[src/hdl/assert_macros.svh]
// ----------------------------------------------------------------------------
// assert_macros.svh
// Concurrent assertion macros shared by the fragment tracker modules.
// ----------------------------------------------------------------------------
`ifndef ASSERT_MACROS_SVH
`define ASSERT_MACROS_SVH

`ifndef ASSERT_OFF

// The property must hold at every clock edge outside reset.
`define CHK_PROP(lbl, clk, rstn, prop) \
  lbl: assert property (@(posedge clk) disable iff (!rstn) (prop)) \
    else $error("%m: property failed");

// The condition must never be true outside reset.
`define CHK_NEVER(lbl, clk, rstn, cond) \
  lbl: assert property (@(posedge clk) disable iff (!rstn) !(cond)) \
    else $error("%m: forbidden condition seen");

`else

`define CHK_PROP(lbl, clk, rstn, prop)
`define CHK_NEVER(lbl, clk, rstn, cond)

`endif

`endif

[src/hdl/ipv4fct_pkg.sv]
// ----------------------------------------------------------------------------
// ipv4fct_pkg
// Constants, types and helper functions of the IPv4 fragment coverage tracker.
// ----------------------------------------------------------------------------
package ipv4fct_pkg;

  // Bitmap geometry.
  localparam int BITMAP_WORDS  = 128;
  localparam int BLOCK_BYTES   = 8;
  localparam int WORD_BITS     = 64;
  localparam int BITMAP_BLOCKS = BITMAP_WORDS * WORD_BITS;

  localparam int IDX_W     = (BITMAP_WORDS > 1) ? $clog2(BITMAP_WORDS) : 1;
  localparam int BLK_SHIFT = $clog2(BLOCK_BYTES);
  localparam int BIT_POS_W = $clog2(WORD_BITS);
  localparam int SPAN_W    = BIT_POS_W + 1;
  // Block index of a byte offset, and block bound of an exclusive end (last+1).
  localparam int LO_W      = 16 - BLK_SHIFT;
  localparam int HI_W      = 17 - BLK_SHIFT;
  localparam int WCMP_W    = HI_W - BIT_POS_W;

  // Protocol constants.
  localparam logic [15:0] UNKNOWN_LAST    = 16'hFFFF;
  localparam logic [15:0] ETH_HDR_BYTES   = 16'd14;
  localparam logic [15:0] MIN_FRAME_BYTES = 16'd34;

  // Item operation codes.
  typedef enum logic {
    OP_CLEAR = 1'b0,
    OP_ADD   = 1'b1
  } op_t;

  // Controller to datapath.
  typedef struct packed {
    logic load;   // capture the item fields
    logic setup;  // length checks, last byte update, scan bounds
    logic rd;     // read one bitmap word of the scan
  } ctrl_cmd_t;

  // Datapath to controller.
  typedef struct packed {
    logic op_clear;  // captured item is a clear
    logic rd_last;   // scan read pointer sits on the last word
  } ctrl_sts_t;

  // Mask with the low n bits set, n from 0 to WORD_BITS.
  function automatic logic [WORD_BITS-1:0] ones_below(input logic [SPAN_W-1:0] n);
    logic [WORD_BITS-1:0] m;
    if (n >= SPAN_W'(WORD_BITS)) begin
      m = '1;
    end else begin
      m = (WORD_BITS'(1) << n[BIT_POS_W-1:0]) - WORD_BITS'(1);
    end
    return m;
  endfunction

  // Number of bits of word w that lie below a block bound given as word and bit.
  function automatic logic [SPAN_W-1:0] bound_span(input logic [WCMP_W-1:0] w,
                                                   input logic [WCMP_W-1:0] bnd_word,
                                                   input logic [BIT_POS_W-1:0] bnd_bit);
    logic [SPAN_W-1:0] s;
    if (w < bnd_word) begin
      s = SPAN_W'(WORD_BITS);
    end else if (w == bnd_word) begin
      s = {1'b0, bnd_bit};
    end else begin
      s = '0;
    end
    return s;
  endfunction

endpackage

[src/hdl/ipv4fct_ctrl.sv]
// ----------------------------------------------------------------------------
// ipv4fct_ctrl
// Sequencer: setup, bitmap word scan and pipeline flush (adds only), report.
// ----------------------------------------------------------------------------
`include "assert_macros.svh"

module ipv4fct_ctrl (
  input  logic                   clk,
  input  logic                   rst_n,
  input  logic                   start,
  output logic                   busy,
  output logic                   report,
  output ipv4fct_pkg::ctrl_cmd_t cmd,
  input  ipv4fct_pkg::ctrl_sts_t sts
);
  import ipv4fct_pkg::*;

  typedef enum logic [4:0] {
    ST_IDLE   = 5'b00001,
    ST_SETUP  = 5'b00010,
    ST_SCAN   = 5'b00100,
    ST_FLUSH  = 5'b01000,
    ST_REPORT = 5'b10000
  } state_t;

  state_t st_r, st_nxt;

  always_comb begin
    st_nxt = st_r;
    case (st_r)
      ST_IDLE: begin
        if (start) st_nxt = ST_SETUP;
      end
      ST_SETUP: begin
        st_nxt = sts.op_clear ? ST_REPORT : ST_SCAN;
      end
      ST_SCAN: begin
        if (sts.rd_last) st_nxt = ST_FLUSH;
      end
      ST_FLUSH:  st_nxt = ST_REPORT;
      ST_REPORT: st_nxt = ST_IDLE;
      default:   st_nxt = ST_IDLE;
    endcase
  end

  always_ff @(posedge clk) begin
    if (!rst_n) begin
      st_r <= ST_IDLE;
    end else begin
      st_r <= st_nxt;
    end
  end

  assign busy      = (st_r != ST_IDLE);
  assign report    = (st_r == ST_REPORT);
  assign cmd.load  = (st_r == ST_IDLE) && start;
  assign cmd.setup = (st_r == ST_SETUP);
  assign cmd.rd    = (st_r == ST_SCAN);

  `CHK_PROP(a_report_single, clk, rst_n, report |=> !report)
  `CHK_PROP(a_accept_busy, clk, rst_n, (start && !busy) |=> busy)
  `CHK_PROP(a_scan_stops, clk, rst_n, (cmd.rd && sts.rd_last) |=> !cmd.rd)

endmodule

[config.mk]
export PLATFORM = sky130hd
export DESIGN_NAME = ipv4fct_ctrl
export DESIGN_NICKNAME = d
export VERILOG_FILES = /design/src/hdl/ipv4fct_pkg.sv /design/src/hdl/ipv4fct_ctrl.sv
export VERILOG_INCLUDE_DIRS = /design/src /design/src/hdl
export SDC_FILE = /design/constraint.sdc
export NUM_CORES = 1
export LEC_CHECK = 0
export BUFFER_PORTS_ARGS = -buffer_cell sky130_fd_sc_hd__buf_4
export CAP_MARGIN = 20
export CORE_AREA = 3 3 40 42
export CTS_CLUSTER_DIAMETER = 30
export DETAILED_ROUTE_END_ITERATION = 12
export DIE_AREA = 0 0 43 45
export HOLD_SLACK_MARGIN = 0.12
export PLACE_DENSITY = 0.52
export RECOVER_POWER = 25
export SLEW_MARGIN = 20
export SYNTH_ARGS = -nofsm -noshare
export SYNTH_HDL_FRONTEND = slang
export SYNTH_SLANG_ARGS = --single-unit
export TNS_END_PERCENT = 30
[constraint.sdc]
create_clock -name clk -period 3 [get_ports clk]
set_input_delay 0.6 -clock clk [delete_from_list [all_inputs] [get_ports clk]]
set_output_delay 0.6 -clock clk [all_outputs]
set_load 0.02 [all_outputs]
==> results of run 1 <==
path summary, 6_finish.rpt:
kind / start / slack (ns) / to / cells past startpoint
setup / recovery: st_r[3] / 0.95 / cmd[0] / 3
hold reg to reg: st_r[0] / 0.52 / st_r[4] / 1
setup reg to reg: st_r[3] / 1.62 / st_r[0] / 2
hold / removal: st_r[0] / 0.52 / st_r[4] / 1
layout make-up:
cell class	count	share of cell area, %
well taps	15	4.87
inverters	2	1.95
flip-flops and latches	5	26.0
multi-input cells	24	42.9
repair buffers	9	17.5
clock buffers	4	6.82
stage by stage:
step	instance area [um^2]	total power [mW]	utilization [%]	instances
finish	385	0.179	30.0	59
global route	385	0.191	30.0	59
CTS	385	0.183	30.0	59
detailed placement	359	0.101	27.9	55
global placement	359	0.101	27.9	55
floorplan	284	0.0895	-	32
synthesized netlist by cell type, drive strengths merged:
| master | number | area, um^2 |
|---|---|---|
| nand3 | 1 | 5.00 |
| mux2 | 1 | 11.3 |
| and3 | 2 | 13.8 |
| and4bb | 1 | 12.5 |
| buf | 1 | 11.3 |
| a221o | 1 | 10.0 |
| or4b | 1 | 13.8 |
| nor4b | 1 | 8.76 |
| inv | 2 | 7.51 |
| o2111a | 1 | 11.3 |
| a21oi | 1 | 5.00 |
| nand2 | 1 | 3.75 |
| and4b | 1 | 11.3 |
| o21ai | 1 | 5.00 |
| nand2b | 1 | 6.26 |
| dfxtp | 5 | 100 |
| nor3 | 2 | 10.0 |
| nor2 | 7 | 26.3 |
| o221a | 1 | 11.3 |
layer usage:
metal | vias to the layer above | part of all wire [%]
met5 | - | 0
met4 | 0 | 2.5
met3 | 2 | 7.6
met2 | 11 | 46
met1 | 123 | 44
li1 | 143 | -
power by group through the flow:
stage	logic, mW	registers (mW)	clock network, mW
4_1_cts	0.0274	0.0722	0.0836
2_1_floorplan	0.0179	0.0716	0
6_report	0.0271	0.0724	0.0792
5_1_grt	0.0296	0.0728	0.0890
3_3_place_gp	0.0278	0.0737	0
3_5_place_dp	0.0273	0.0735	0
logic make-up after synthesis:
kind of cell / count (synthesis)
mux: 1
buf+inv: 3
compound gates: 5
flops: 5
simple gates: 18
critical path, stage by stage (launching register included):
cell and delay, ns:
dfxtp_1 0.35, or4b_4 0.56, nor2_1 0.14, buf_4 0.16
==> summary.md, run 1 <==
| Metric | Value |
|---|---|
| Area grow syn2layout | `35.7%` |
| Post-CTS setup buffer count | `0` |
| Hpwl dp | `526 um` |
| Int Pwr | `0.132 mW` |
| Main combinational cell family by area after synthesis | `simple AND/OR/NAND/NOR gates` |
| HP Class | `reg -> reg` |
| Critical Path Fanout Max | `6` |
| Crit path capture type | `primary output` |
| Worst Tran Pin Value | `0.270 ns` |
| Die Wd | `43 um` |
| Max-Cap Viols | `0` |
| Max Freq | `487 MHz` |
| Post_cts resized | `0` |
| Worst-path clk slew | `0.05 ns` |
| Commonest non-fill, non-tap cell in the layout | `buf_4` |
| Top flop regs | `st_r x5` |
| Routing usage on met3 | `around 7.6%` |
| First-pass GRT wire length | `1070 um` |
| Largest net degree at the start of global routing | `11` |
| Clock power share | `44.3%` |
| Worst EP required | `2.40 ns` |
| Seq/Total Area, Yosys | `35.2%` |
| Routed Antenna Nets | `0` |
| WS Path Type | `reg -> out` |
| Most frequent cells in the layout | `buf_4 (9), nor2_1 (7), dfxtp_1 (5)` |
| Max FFs per register | `5` |
| Reg area | `between 100 and 150 um^2` |
| GRT overflow | `0` |
| Pwr/cell area | `464 nW/um^2` |
| Synth Area in XOR/XNOR | `0%` |
| Drt wl/cell | `11.6 um` |
| Top reg by flops | `st_r` |
| Number of vias per cell | `4.73` |
| Synth Area in Simple Gates | `39.2%` |
| RSZ-0062 raised after global routing | `false` |
| Rel. slew slack | `81.9%` |
| Number of antenna violations at the first check in global routing | `0` |
| Clock sinks | `5` |
| Flop pwr share | `40.5%` |
| Syn Nets | `37` |
| Fin worst setup slack | `0.947 ns` |
| Cts bufs inserted | `3` |
| Worst hold slack | `0.523 ns` |
| Mux contribution to synthesized area | `just under 4%` |
| Worst VDD drop | `0.255 mV` |
| Routability cong. | `0.792` |
| Worst Path Arrival | `1.45 ns` |
| CP startpoint kind | `flop` |
| Post-route clock skew | `roughly 0.0045 ns` |
| Final worst path period share | `68.4%` |
| Leak pwr | `0.179 nW` |
| Initial core utilization | `roughly 22%` |
| CTS max path bufs | `2` |
| TNS Setup | `0 ns` |
| Status | `completed` |
| Final hold vios | `0` |
| Drt initial violations | `10` |
| Met1 GRT Util | `7.97%` |
| Via count | `roughly 280` |
| Vias in the first global route | `258` |
| Setup-failing EPs final | `0` |
| Total Routed Length | `slightly below 700 um` |
| NumNets Final | `50` |
| H-tree depth | `1` |
| Post-Syn Area per Cell | `8.88 um^2` |
| I/O pin cnt | `10` |
| Fillers | `140` |
| Sw Share | `26.1%` |
| CORE AREA | `1280 um^2` |
| Post-Syn Instances | `32` |
| Layout cells sized above 1 | `40.9%` |
| Met2 Use GR | `11.1%` |
| TritonCTS clock tree | `done` |
| Seq cells post-synth | `5` |
| Clock Latency Late Sink | `between 0.2 and 0.25 ns` |
| Tmin final | `2.05 ns` |
| Cts hold-fix bufs | `0` |
| GRT Overall Usage | `8.33%` |
| Synth Area in Adders | `0%` |
| Mapped Area | `284 um^2` |
| DR pass1 iterations | `4` |
| Place WS | `approximately 1.2 ns` |
| Die ar. | `1940 um^2` |
| YS warnings | `0` |
| Fin. max-slew vios | `0` |
| Area of the multi-input gates | `165 um^2` |
| Clock root cell | `clkbuf_4` |
| DRC viols | `0` |
| Die Y | `approximately 45 um` |
| Comb pwr share | `15.2%` |
| PortBufs | `9` |
| # diodes | `0` |
| Switching pwr | `0.0466 mW` |
| Rows | `13` |
| GR peak layer | `met2` |
| Compound-Gate Fraction of Synth Area | `15.0%` |
| Netlist cell types | `20` |
No activity file was read; power rests on OpenSTA's default activity.
==> run 2: changes to the inputs <==
PLACE_DENSITY = 0.53   (was 0.52)
clock period = 1.8 ns   (was 3 ns; I/O delays follow)
==> run 2 against run 1 <==
Effect of this change:
- total power rose by 67%
- via count fell by 0.36%
- non-clock buffer count did not move
- count of clock-buffer cells in the layout did not move
- worst setup slack got worse by 0.89 ns
- routed wire length rose by 1.6%
- sequential share of layout area fell by 0.36 points
- hold slack got worse by 0.13 ns
- global-route usage fell by 0.34 points
- clock power rose by 63%
- sequential power rose by 69%
==> summary.md, run 2 (synthesis gave the netlist of run 1 again) <==
| Metric | Value |
|---|---|
| Status | `completed` |
| TritonCTS clock tree | `done` |
| Rel. slew slack | `84.8%` |
| Crit path capture type | `primary output` |
| Fillers | `approximately 140` |
| CTS max path bufs | `2` |
| Die Wd | `43 um` |
| Non-filler instance count after layout | `59` |
| HP Class | `in -> reg` |
| CORE AREA | `~1300 um^2` |
| Top sig layer | `met3` |
| Number of antenna violations at the first check in global routing | `0` |
| Initial core utilization | `22.1%` |
| Commonest non-fill, non-tap cell in the layout | `buf_4` |
| Tmin final | `approximately 1.7 ns` |
| Clock root cell | `clkbuf_4` |
| GRT overflow | `0` |
| Layout cells sized above 1 | `52.3%` |
| PortBufs | `9` |
| Clock sinks | `5` |
| Dpl cell area | `359 um^2` |
| NumNets Final | `50` |
| WS Path Type | `reg -> out` |
| Worst Tran Pin Value | `approximately 0.22 ns` |
| Max-Cap Viols | `0` |
| Final worst path period share | `96.9%` |
| First-pass GRT wire length | `1080 um` |
| Post-route clock skew | `0.00414 ns` |
| RSZ-0062 raised after global routing | `true` |
| Max Freq | `574 MHz` |
| Die ar. | `a little under 2000 um^2` |
| Clock power share | `43.4%` |
| # diodes | `0` |
| Worst-path clk slew | `0.04 ns` |
| Total Routed Length | `697 um` |
| Fin. max-slew vios | `0` |
| DRC viols | `0` |
| Clock Latency Late Sink | `0.24 ns` |
| Comb pwr share | `15.8%` |
| Final hold vios | `0` |
| Critical Path Fanout Max | `6` |
| Routability cong. | `0.863` |
| Worst EP required | `1.44 ns` |
| Switching pwr | `0.0765 mW` |
| Via count | `approximately 280` |
| Fin area | `405 um^2` |
| Final core occ | `31.5%` |
| Inst Count DP | `55` |
| Leak pwr | `about 0.18 nW` |
| Max FFs per register | `5` |
| Cts bufs inserted | `3` |
| CP startpoint kind | `flop` |
| Worst VDD drop | `0.425 mV` |
| Fin worst setup slack | `approximately 0.057 ns` |
| Top flop regs | `st_r x5` |
| Largest net degree at the start of global routing | `11` |
| Number of vias per cell | `about 4.7` |
| Hpwl dp | `516 um` |
| Sw Share | `25.7%` |
| Top reg by flops | `st_r` |
| H-tree depth | `1` |
| GRT Overall Usage | `7.99%` |
| Wl on met1 | `294 um` |
| Int Pwr | `0.221 mW` |
| Die Y | `45 um` |
| Place WS | `about 0.25 ns` |
| Drt wl/cell | `11.8 um` |
| I/O pin cnt | `10` |
| DR pass1 iterations | `3` |
| WL met2 | `370 um` |
| Area grow syn2layout | `42.7%` |
| Post-CTS setup buffer count | `0` |
| Flop pwr share | `40.8%` |
| Routed Antenna Nets | `0` |
| Drt initial violations | `2` |
| Rows | `13` |
| Vias in the first global route | `260` |
| Most frequent cells in the layout | `buf_4 (8), nor2_1 (6), clkbuf_4 (3), dfxtp_2 (3)` |
| Worst Path Arrival | `1.38 ns` |
| Final Total Pwr | `0.298 mW` |
| Setup-failing EPs final | `0` |
| Pwr/cell area | `735 nW/um^2` |
| Metal3 WL | `between 30 and 40 um` |
## run 2: cell counts in the layout (fill, tap and decap cells not counted)
No cell type changed its count.
## run 2: final timing paths
check | endpoint | slack [ns] | from | depth (start not counted)
max | cmd[0] | 0.06 | st_r[3] | 3
min | st_r[3] | 0.39 | sts[0] | 2
min reg2reg | st_r[4] | 0.48 | st_r[0] | 1
max reg2reg | st_r[0] | 0.42 | st_r[3] | 2
## run 2: metal layers
metal  vias up  global-route usage, %
li1        143                      -
met1       130                   7.71
met2         5                   13.8
met3         0                   4.78
met4         0                   3.61
met5         -                      0
## run 2: repair_timing
action / in CTS / in global routing
endpoints found under the setup margin: 1 / 1
gates resized for setup: 1 / 6
hold buffers: 0 / 0
pin swaps: 0 / 1
## run 2: power by group through the flow
stage | Clock, mW | Combinational, mW | Sequential, mW
global route | 0.147 | 0.0511 | 0.122
finish | 0.129 | 0.0471 | 0.122
detailed placement | 0 | 0.0461 | 0.123
CTS | 0.136 | 0.0462 | 0.121
floorplan | 0 | 0.0299 | 0.119
global placement | 0 | 0.0461 | 0.123
## run 2: cell type report
cell class,count,area [um^2],share of cell area [%]
multi-input combinational,24,178,43.8
inverter,2,7.51,1.85
clock buffer,4,26.3,6.48
tap,15,18.8,4.63
sequential,5,104,25.6
timing repair buffer,9,71.3,17.6
## run 2: critical path, stage by stage (launching register included)
cell and delay, ns:
dfxtp_1 0.35, or4b_4 0.56, nor2_4 0.11, buf_6 0.12
## run 2: per-stage QoR
step	TNS [ns]	hold WS, ns
after global routing	-0.000460	0.387
final	0	0.394
after CTS	0	0.387
after global placement	0	0.535
after floorplan	0	0.478
after detailed placement	0	0.523
